### src/rtl/dc16_pkg.sv
// Package with the word types, constants and CRC functions of the dual CRC-16 check.
package dc16_pkg;

  localparam logic [15:0] CRC_POLY = 16'h8005;
  localparam logic [15:0] CRC_INIT = 16'h0000;

  typedef struct packed {
    logic [7:0]  data_byte;
    logic        last_byte;
    logic [15:0] reference_crc;
  } dc16_in_t;

  typedef struct packed {
    logic [15:0] crc_msb_first;
    logic [15:0] crc_reflected;
    logic        ref_hit;
  } dc16_out_t;

  function automatic logic [7:0] rev8(input logic [7:0] v);
    logic [7:0] r;
    for (int i = 0; i < 8; i++) begin
      r[i] = v[7 - i];
    end
    return r;
  endfunction

  function automatic logic [15:0] rev16(input logic [15:0] v);
    return {rev8(v[7:0]), rev8(v[15:8])};
  endfunction

  // Eight MSB-first steps of the polynomial division, one per data bit.
  function automatic logic [15:0] crc_feed(input logic [15:0] crc, input logic [7:0] b);
    logic [15:0] c;
    logic        fb;
    c = crc;
    for (int i = 7; i >= 0; i--) begin
      fb = c[15] ^ b[i];
      c  = {c[14:0], 1'b0} ^ (fb ? CRC_POLY : 16'h0000);
    end
    return c;
  endfunction

endpackage

### src/rtl/dc16_crc_core.sv
// Running CRC registers of both forms and the result logic for the final byte.
module dc16_crc_core (
  input  logic             clk,
  input  logic             rst_n,
  input  logic             step,
  input  dc16_pkg::dc16_in_t  item,
  output dc16_pkg::dc16_out_t result
);
  import dc16_pkg::*;

  logic [15:0] crc_norm_r, crc_norm_nxt;
  logic [15:0] crc_rev_r, crc_rev_nxt;
  logic [15:0] norm_upd, rev_upd, refl;

  always_comb begin
    norm_upd = crc_feed(crc_norm_r, item.data_byte);
    rev_upd  = crc_feed(crc_rev_r, rev8(item.data_byte));
    refl     = rev16(rev_upd);

    result.crc_msb_first = norm_upd;
    result.crc_reflected = refl;
    result.ref_hit       = (norm_upd == item.reference_crc) || (refl == item.reference_crc);

    crc_norm_nxt = crc_norm_r;
    crc_rev_nxt  = crc_rev_r;
    if (step) begin
      crc_norm_nxt = item.last_byte ? CRC_INIT : norm_upd;
      crc_rev_nxt  = item.last_byte ? CRC_INIT : rev_upd;
    end
  end

  always_ff @(posedge clk) begin
    if (!rst_n) begin
      crc_norm_r <= CRC_INIT;
      crc_rev_r  <= CRC_INIT;
    end else begin
      crc_norm_r <= crc_norm_nxt;
      crc_rev_r  <= crc_rev_nxt;
    end
  end

endmodule

### src/rtl/dual_crc16_check_top.sv
// Top level of the dual CRC-16 check: input register, CRC core and result register.
// An accepted word is held in the input register, where the CRC logic works on it, and the result
// word of a final byte is written to the output register when that byte leaves the input register.
// One word is taken every cycle; the input stalls only while a result word waits
// for the consumer and the byte held in the input register is marked last.
// Synchronous active-low reset empties both registers and clears both running CRCs.
module dual_crc16_check_top (
  input  logic                clk,
  input  logic                rst_n,
  input  logic                in_valid,
  output logic                in_ready,
  input  dc16_pkg::dc16_in_t  in_data,
  output logic                out_valid,
  input  logic                out_ready,
  output dc16_pkg::dc16_out_t out_data
);
  import dc16_pkg::*;

  logic      s1_valid_r, s1_valid_nxt;
  dc16_in_t  s1_data_r;
  logic      out_valid_r, out_valid_nxt;
  dc16_out_t out_data_r;
  dc16_out_t core_res;
  logic      out_free, advance;

  assign out_free = !out_valid_r || out_ready;
  assign advance  = s1_valid_r && (!s1_data_r.last_byte || out_free);
  assign in_ready = !s1_valid_r || advance;

  dc16_crc_core u_core (
    .clk    (clk),
    .rst_n  (rst_n),
    .step   (advance),
    .item   (s1_data_r),
    .result (core_res)
  );

  always_comb begin
    s1_valid_nxt = s1_valid_r;
    if (in_ready) begin
      s1_valid_nxt = in_valid;
    end
    out_valid_nxt = out_valid_r;
    if (out_ready) begin
      out_valid_nxt = 1'b0;
    end
    if (advance && s1_data_r.last_byte) begin
      out_valid_nxt = 1'b1;
    end
  end

  always_ff @(posedge clk) begin
    if (!rst_n) begin
      s1_valid_r  <= 1'b0;
      out_valid_r <= 1'b0;
    end else begin
      s1_valid_r  <= s1_valid_nxt;
      out_valid_r <= out_valid_nxt;
    end
  end

  always_ff @(posedge clk) begin
    if (in_ready && in_valid) begin
      s1_data_r <= in_data;
    end
    if (advance && s1_data_r.last_byte) begin
      out_data_r <= core_res;
    end
  end

  assign out_valid = out_valid_r;
  assign out_data  = out_data_r;

endmodule

### config.mk
export PLATFORM = sky130hd
export DESIGN_NAME = dual_crc16_check_top
export DESIGN_NICKNAME = d
export VERILOG_FILES = /design/src/rtl/dc16_pkg.sv /design/src/rtl/dc16_crc_core.sv /design/src/rtl/dual_crc16_check_top.sv
export SDC_FILE = /design/constraint.sdc
export NUM_CORES = 1
export LEC_CHECK = 0
export BUFFER_PORTS_ARGS = -buffer_cell sky130_fd_sc_hd__buf_4
export CAP_MARGIN = 20
export CORE_MARGIN = 2
export CORE_UTILIZATION = 57
export CTS_CLUSTER_DIAMETER = 80
export CTS_CLUSTER_SIZE = 30
export DETAILED_ROUTE_END_ITERATION = 10
export GPL_TIMING_DRIVEN = 0
export HOLD_SLACK_MARGIN = 0.15
export PLACE_DENSITY = 0.76
export SLEW_MARGIN = 10
export SYNTH_ARGS = -nofsm -noshare
export SYNTH_HDL_FRONTEND = slang
export SYNTH_SLANG_ARGS = --single-unit
### constraint.sdc
create_clock -name clk -period 3.3 [get_ports clk]
set_input_delay 0.165 -clock clk [delete_from_list [all_inputs] [get_ports clk]]
set_output_delay 0.165 -clock clk [all_outputs]
set_load 0.1 [all_outputs]
==> impl_metrics.tcl, run 1 <==
set metrics [dict create \
    swShare_pct 32.8 \
    coreArea_um2 7250 \
    switching_power_uw 913 \
    max_stage_delay_ps 460 \
    syn_nets 374 \
    layout-drive-gt1-share_pct 21.7 \
    cp_cell_sequence "xnor2_1, xnor2_2, inv_2, clkbuf_1, xnor2_1, nand4_1, nor4_1, nand4_1, o31ai_2" \
    area_delta_synth_final_pct 25.8 \
    synthDistinctLibCells 40 \
    use_met3_pct 4.17 \
    hp-class "input port to flop" \
    gp_congestion 0.893 \
    drcViolationCount 0 \
    grt_util_met2_pct 39.8 \
    rsz0062_at_grt "no" \
    hpwl_mm 6.78 \
    max_cap_viol_count 0 \
    hold_slack_ps 197 \
    synthDominantCellAreaShare_pct 40.8 \
    initial_core_util_pct 58.9 \
    cp_max_fo 10 \
    io_pins 64 \
    path_buf_inv 2 \
    dp_cells 508 \
    synthCells 345 \
    period_minus_slack_ps 2800 \
    clk_pin_slew_worst_paths_ps 100 \
    antenna_found_initial 0 \
    ir_drop_v 0.000249 \
    report.final.setup_viol 0 \
    worstReg2RegEnd "out_data[0]" \
    cts_tree "built" \
    vias 3103 \
    nFillCells 475 \
    yosysWarnings 0 \
    first_global_vias 2966 \
    numPortBuffers 63 \
    avgSynthCellArea_um2 12.4 \
    grt_pass1_wl_mm 15.1 \
    first_pass_iters 4 \
    routedWlPerCell_um 17.5 \
    combPwrFrac_pct 25.9 \
    drtIter0Drc 240 \
    hold_depth 3 \
    fmax_mhz 357 \
    yosys.area.top_type "edfxtp_1" \
    worstPathRequired_ps 3480 \
    numClockSinks 92 \
    use_met1_pct 32.0 \
    postCtsSetupBuffers 0 \
    totalWireLength_mm 9.63 \
    hold_viol_final 0 \
    cp-end-kind "flop" \
    rows 31 \
    ctsHoldBuffers 27 \
    grt.busiest_layer "met2" \
    arrival_ps 2980 \
    ys_seq_area_share_pct 56.7 \
    power_density_nw_per_um2 518 \
    worst_path_max_delay_cell "edfxtp_1" \
    dieArea_um2 8200 \
    period_share_pct 84.8 \
    syn_area_um2 4270 \
    synth_area_leaders "edfxtp_1 41%, dfxtp_1 16%, xnor2_1 9.2%" \
    critical_path.startpoint_type "flop" \
    tightest_slew_ps 919 \
    p_clk_share_pct 25.7 \
    root_buffer "clkbuf_8" \
    synth-seq-cells 92 \
    worstRegToRegCells 9 \
    cts_resized 0 \
    skew_ps 10.9 \
    crit_family "XOR/XNOR gates" \
    grt_max_degree 35 \
    power.leakage_uw 0.00193 \
    hp-start "out_ready" \
    ctsLongestPathBuffers 2 \
    slew_viol_final 0 \
    seqPwrFrac_pct 48.4 \
    cts_made_buffers 9 \
    insertion_delay_ps 370 \
    overflow 0 \
    status "finished clean" \
    rrSetupSlack_ps 500 \
    grt_use_total_pct 24.1 \
    drt-vias-per-instance 5.63 \
    antenna_cells 0 \
    worst-setup-path-type "flop to flop" \
    timing.rr.start "s1_data_r[21]" \
    fp.dieW_um 90.6 \
    internal_power_uw 1870 \
    final_core_util_pct 74.1 \
    nets 476 \
    setup_tns_ps 0 \
    ant_nets 0 \
    final_cells 551 \
    worstHoldEndpoint "out_valid" \
    cts.htree.levels 3 \
    max_slew_margin_pct 38.6 \
    fp.dieH_um 90.6 \
]
-- power groups by stage --
stage | combinational, µW | sequential, µW | clock (µW)
final | 721 | 1350 | 716
after global routing | 766 | 1350 | 758
after CTS | 715 | 1340 | 715
after detailed placement | 686 | 1370 | 0
after global placement | 667 | 1370 | 0
after floorplan | 376 | 1510 | 0
-- how the worst max path moves through the flow --
stage | startpoint | endpoint | slack, ps | cells past startpoint
floorplan | out_valid | out_data[0] | 90 | 5
global placement | out_valid | out_data[16] | -130 | 5
detailed placement | s1_data_r[19] | out_data[0] | 550 | 6
CTS | s1_data_r[21] | u_core.crc_norm_r[15] | 520 | 7
global route | s1_data_r[22] | out_data[0] | 360 | 8
finish | s1_data_r[21] | out_data[0] | 500 | 9
-- Yosys cell counts, drive strengths merged --
master   count
a2111oi      1
a21boi      12
a21oi        5
a22oi       22
a311o        1
a31oi        2
and3         2
clkbuf      16
dfxtp       34
edfxtp      58
inv          4
mux2i        2
mux4         1
nand2       20
nand3       18
nand4        4
nor2         8
nor2b       25
nor3         4
nor4         7
nor4b        1
o2111ai      1
o21a         1
o21ai        6
o22ai        1
o31ai        4
o41ai        1
or2          1
or3          2
or4          1
xnor2       51
xnor3        2
xor2        25
xor3         2
-- placed cells by master, fill, tap and decap left out, drive strengths merged, types with 2 or more instances in the layout --
cell and instances:
buf 64, edfxtp 58, xnor2 51, dfxtp 34
dlygate4sd3 27, clkbuf 26, nor2b 25, xor2 25
a22oi 22, nand2 20, nand3 18, a21boi 12
nor2 8, nor4 7, o21ai 6, inv 6
a21oi 5, nor3 4, nand4 4, o31ai 4
mux2i 2, and3 2, or3 2, clkinvlp 2
xnor3 2, xor3 2, a31oi 2, clkinv 2
-- state kept, by name, indices dropped and copies added (netlist names) --
| name | count |
|---|---|
| s1_valid_r | 1 |
| u_core.crc_rev_r | 16 |
| s1_data_r | 25 |
| u_core.crc_norm_r | 16 |
| out_valid | 1 |
| out_data | 33 |
-- metal layers --
metal,vias up,wire length (µm)
met5,-,0
met4,0,163
met3,15,596
met2,133,4680
met1,1506,4200
li1,1449,-
-- per-stage QoR --
stage | area [µm²] | setup slack (ps) | power, µW
2_1_floorplan | 4270 | 86.3 | 1890
3_3_place_gp | 4870 | -130 | 2040
3_5_place_dp | 4920 | 552 | 2060
4_1_cts | 5370 | 523 | 2770
5_1_grt | 5370 | 364 | 2880
6_report | 5370 | 502 | 2780
-- cell type report --
type / count / area, µm² / area share (%)
buffer: 16 / 60.1 / 1.12
timing repair buffer: 91 / 771 / 14.3
tap: 99 / 124 / 2.31
clock inverter: 6 / 46.3 / 0.862
multi-input combinational: 233 / 1800 / 33.4
clock buffer: 10 / 138 / 2.56
inverter: 4 / 15.0 / 0.280
sequential: 92 / 2420 / 45.1
-- worst register-to-register path, cell delays in order, from the launching register on --
cell and delay, ps:
edfxtp_1 460, xnor2_1 340, xnor2_2 200, inv_2 140
clkbuf_1 460, xnor2_1 190, nand4_1 140, nor4_1 290
nand4_1 140, o31ai_2 270
-- logic make-up (layout without fill, tap and decap cells) --
group / Yosys count / count (layout) / synth area share [%]
and+or+nand+nor: 93 / 93 / 11.4
xor gates and xnor gates: 80 / 80 / 19.4
AOI/OAI and AO/OA: 57 / 57 / 9.70
buffers and inverters: 20 / 127 / 1.76
DFF: 92 / 92 / 56.7
muxes: 3 / 3 / 0.996
Power figures use the tool's default switching activity.
==> run 2, diff against run 1 <==
==> constraint.sdc (replaced) <==
create_clock -name clk -period 2.6 [get_ports clk]
set_input_delay 0.13 -clock clk [delete_from_list [all_inputs] [get_ports clk]]
set_output_delay 0.13 -clock clk [all_outputs]
set_load 0.1 [all_outputs]
==> run 2 against run 1 <==
  * Worst hold slack got worse by 24 ps
  * Clock power increased by 25%
  * Final cell count increased by 2.5%
  * Die area unchanged
  * Non-clock buffer count increased by 14
  * Largest power group unchanged
  * Register-to-register slack got worse by 480 ps
  * Utilization increased by 2.8 points
  * Sequential share of layout area decreased by 1.6 points
  * Critical path type unchanged
  * First-iteration DRC count increased by 29%
==> impl_metrics.tcl, run 2 (synthesis gave the netlist of run 1 again) <==
set metrics [dict create \
    status "finished clean" \
    area_delta_synth_final_pct 30.6 \
    grt_use_total_pct 24.9 \
    hold_viol_final 0 \
    ctsLongestPathBuffers 2 \
    period_minus_slack_ps 2580 \
    cp-end-kind "flop" \
    dp_cells 507 \
    hold_slack_ps 173 \
    drtIter0Drc 309 \
    largest_reg_flops 33 \
    max_cap_viol_count 0 \
    hp-class "input port to flop" \
    p_total_uw 3650 \
    skew_ps 12.3 \
    setup_tns_ps 0 \
    grt_max_degree 35 \
    seq_area_um2 2420 \
    max_stage_delay_ps 570 \
    dieArea_um2 8200 \
    gp_congestion 0.878 \
    ir_drop_v 0.000443 \
    totalWireLength_mm 10.1 \
    fp.dieH_um 90.6 \
    first_global_vias 2929 \
    nFillCells 463 \
    fmax_mhz 388 \
    drt-vias-per-instance 5.55 \
    layout-drive-gt1-share_pct 26.6 \
    nets 490 \
    slew_viol_final 0 \
    cts_made_buffers 9 \
    final_area_um2 5580 \
    final_common_cell "buf_4" \
    insertion_delay_ps 370 \
    numClockSinks 92 \
    dpl_cell_area_um2 4890 \
    rsz0062_at_grt "yes" \
    grt_pass1_wl_mm 15.5 \
    hpwl_mm 6.69 \
    cp_max_fo 7 \
    crit_family "simple AND/OR/NAND/NOR gates" \
    report.final.setup_viol 0 \
    worst_path_max_delay_cell "or4_1" \
    fp.dieW_um 90.6 \
    vias 3133 \
    power_density_nw_per_um2 654 \
    root_buffer "clkbuf_8" \
    antenna_cells 0 \
    max_slew_margin_pct 38.7 \
    arrival_ps 2790 \
    antenna_found_initial 0 \
    cts.htree.levels 3 \
    worst-setup-path-type "flop to flop" \
    numPortBuffers 63 \
    overflow 0 \
    tightest_slew_ps 918 \
    cts_tree "built" \
    coreArea_um2 7250 \
    final_cells 565 \
    layout_common_cells "77 x buf_4, 58 x edfxtp_1, 39 x xnor2_1" \
    routedWlPerCell_um 17.9 \
    multi_input_area_um2 1910 \
    clk_pin_slew_worst_paths_ps 100 \
    power.leakage_uw 0.00204 \
    path_buf_inv 0 \
    worstPathRequired_ps 2810 \
    period_share_pct 99.1 \
    cp_cell_sequence "xor2_4, xnor2_2, xor2_1, or4_1, nor4_1, o2111ai_1, o31ai_2" \
    rows 31 \
    io_pins 64 \
    critical_path.startpoint_type "flop" \
    ant_nets 0 \
    drcViolationCount 0 \
    first_pass_iters 5 \
    initial_core_util_pct 58.9 \
]
-- run 2: routing by layer --
| metal | global-route usage, % | part of all wire [%] | vias up |
|---|---|---|---|
| li1 | - | - | 1472 |
| met1 | 33.5 | 43 | 1525 |
| met2 | 41.8 | 50 | 124 |
| met3 | 4.17 | 6.1 | 12 |
| met4 | 7.05 | 1.2 | 0 |
| met5 | 0 | 0 | - |
-- run 2: timing repair --
item,CTS,global route
gates resized for setup,4,11
pin swaps,2,9
endpoints found under the hold margin,30,0
hold buffers,27,0
buffers inserted,2,13
endpoints found under the setup margin,3,3
-- run 2: cell type report --
class                      instances  share of cell area [%]
clock inverter                     6                   0.875
inverter                           4                   0.269
timing repair buffer             105                    15.6
tap                               99                    2.22
sequential                        92                    43.4
buffer                            16                    1.10
multi-input combinational        233                    34.2
clock buffer                      10                    2.29
-- run 2: final timing paths --
path | startpoint | end | slack (ps) | depth (start not counted)
max | s1_data_r[17] | out_data[0] | 20 | 7
min | out_ready | out_valid | 170 | 3
max reg2reg | s1_data_r[17] | out_data[0] | 20 | 7
min reg2reg | u_core.crc_rev_r[12] | u_core.crc_rev_r[12] | 510 | 2
-- run 2: through the flow --
stage / setup WS [ps] / utilization (%)
finish: 22.6 / 76.9
global route: -75.6 / 76.9
CTS: -104 / 74.2
detailed placement: -141 / 67.4
global placement: -125 / 67.3
floorplan: 60.7 / -
-- run 2: tightest hold or removal path, delay by kind of cell --
kind,cells,cell delay [ps]
simple gates,1,90
compound gates,1,200
buf+inv,1,80
-- run 2: power by group --
| group | switching (µW) | leakage [µW] | internal (µW) |
|---|---|---|---|
| Combinational | 614 | 0.00113 | 429 |
| Sequential | 59.5 | 0.000818 | 1650 |
| Clock | 533 | 0.0000852 | 360 |
| Total | 1210 | 0.00204 | 2440 |
==> run 3, diff against run 2 <==
--- a/config.mk
+++ b/config.mk
@@ -7,8 +7,10 @@
 export LEC_CHECK = 0
 export BUFFER_PORTS_ARGS = -buffer_cell sky130_fd_sc_hd__buf_4
 export CAP_MARGIN = 20
+export CELL_PAD_IN_SITES_DETAIL_PLACEMENT = 0
+export CELL_PAD_IN_SITES_GLOBAL_PLACEMENT = 1
 export CORE_MARGIN = 2
-export CORE_UTILIZATION = 57
+export CORE_UTILIZATION = 46
 export CTS_CLUSTER_DIAMETER = 80
 export CTS_CLUSTER_SIZE = 30
 export DETAILED_ROUTE_END_ITERATION = 10
==> run 3 against run 2 <==
  * Clock-buffer cell count decreased by 1
  * Flip-flop and latch count unchanged
  * Via count is 2.3% lower
  * First-iteration DRC count fell by 63%
  * Final cell count grew 3.2%
  * Clock power is 21% higher
  * Setup slack improved by 82 ps
  * Final area grew 3.3%
  * Sequential power barely moved
  * Combinational power about the same
  * Routed wire length increased by 3.7%
  * Worst hold slack improved by 290 ps
  * Critical endpoint unchanged
  * Largest cell class unchanged
==> impl_metrics.tcl, run 3 (synthesis gave the netlist of run 1 again) <==
set metrics [dict create \
    status "finished clean" \
    antenna_found_initial 0 \
    hpwl_mm 7.11 \
    numPortBuffers 63 \
    arrival_ps 2710 \
    grt_use_total_pct 21.7 \
    setup_tns_ps 0 \
    hold_viol_final 0 \
    largest_reg_flops 33 \
    layout-drive-gt1-share_pct 28.6 \
    post-place-ws_ps -149 \
    skew_ps 11.3 \
    slew_viol_final 0 \
    totalWireLength_mm 10.5 \
    drtIter0Drc 113 \
    timing.rr.start "s1_data_r[17]" \
    drcViolationCount 0 \
    worstPathRequired_ps 2810 \
    antenna_cells 0 \
    hp-class "input port to flop" \
    rsz0062_at_grt "yes" \
    cp-end-kind "flop" \
    cp-startpoint "s1_data_r[17]" \
    first_pass_iters 4 \
    io_pins 64 \
    hp-start "in_data[21]" \
    power_density_nw_per_um2 668 \
    overflow 0 \
    ctsLongestPathBuffers 2 \
    final_common_cell "buf_4" \
    hold_slack_ps 466 \
    grt_pass1_wl_mm 16.2 \
    setup_ws_ps 105 \
    fp.dieW_um 100 \
    gp_congestion 0.858 \
    cp_max_fo 3 \
    numClockSinks 92 \
    insertion_delay_ps 370 \
    cts_tree "built" \
    clk_pin_slew_worst_paths_ps 100 \
    period_minus_slack_ps 2490 \
    final_core_util_pct 63.2 \
    grt_max_degree 35 \
    fmax_mhz 401 \
    max_cap_viol_count 0 \
    rows 35 \
    nFillCells 747 \
    critical_path.startpoint_type "flop" \
    fp.dieH_um 100 \
    report.final.setup_viol 0 \
    layout_common_cells "82 x buf_4, 58 x edfxtp_1, 38 x xnor2_1" \
    nets 496 \
    power.leakage_uw 0.00210 \
    routedWlPerCell_um 18.0 \
    rrSetupSlack_ps 110 \
    cts.htree.levels 3 \
    root_buffer "clkbuf_8" \
    coreArea_um2 9110 \
    cts_made_buffers 9 \
    first_global_vias 3053 \
    tightest_slew_ps 1080 \
    max_slew_margin_pct 27.6 \
    vias 3062 \
    area_delta_synth_final_pct 34.8 \
    period_share_pct 96.0 \
    drt-vias-per-instance 5.25 \
    ant_nets 0 \
    worst-setup-path-type "flop to flop" \
    ir_drop_v 0.000310 \
    initial_core_util_pct 46.9 \
    dieArea_um2 10100 \
]
[run 3: changes by cell type in the layout (fill, tap and decap cells not counted), sizes merged]
cell         delta
buf             +5
bufinv          +2
clkbuf          -2
clkinv          +2
clkinvlp        -1
dlygate4sd3     +2
inv             -2
[run 3: critical path, cell delays in order (launching register included)]
cell,delay (ps)
edfxtp_1,520
xor2_4,240
xnor2_1,290
xor2_1,100
or4_1,550
nor4_2,320
o2111ai_1,210
o31ai_2,100
[run 3: final cells by class]
cell class                      count  area (µm²)  area share (%)
Buffer                             16        63.8            1.11
Clock buffer                        9         124            2.15
Clock inverter                      7        98.8            1.72
Inverter                            4        15.0           0.261
Multi-Input combinational cell    233        1970            34.2
Sequential cell                    92        2420            42.1
Tap cell                          111         139            2.41
Timing Repair Buffer              111         926            16.1
[run 3: worst paths after layout]
check | end | cells past startpoint
worst min-delay path | s1_data_r[21] | 2
worst max-delay path | out_data[0] | 7
worst max register to register | out_data[0] | 7
worst min register to register | u_core.crc_norm_r[13] | 2
[run 3: repair_timing]
| action | 4_1_cts | 5_1_grt |
|---|---|---|
| cloned | 0 | 0 |
| resized for setup | 3 | 23 |
| hold buffers | 29 | 0 |
| pin swaps | 0 | 14 |
| buffers inserted | 0 | 18 |
| endpoints found under the setup margin | 3 | 3 |
| endpoints found under the hold margin | 31 | 0 |
[run 3: routing by layer]
metal | wire [µm] | up-vias | GRT usage (%)
met3 | 469 | 18 | 3.62
met1 | 4560 | 1471 | 28.3
met4 | 193 | 0 | 8.43
met2 | 5280 | 92 | 36.4
met5 | 0 | - | 0
li1 | - | 1481 | -
[run 3: where the power goes]
group / total [µW] / internal, µW / switching [µW]
combinational: 1050 / 436 / 613
clock: 1080 / 546 / 537
sequential: 1710 / 1650 / 60.2
[run 3: metrics by stage]
step                cells  instance area (µm²)  power (µW)
floorplan             345                 4280        2400
global placement      519                 4900        2610
detailed placement    520                 4930        2620
CTS                   565                 5470        3730
global route          583                 5760        4000
finish                583                 5760        3850
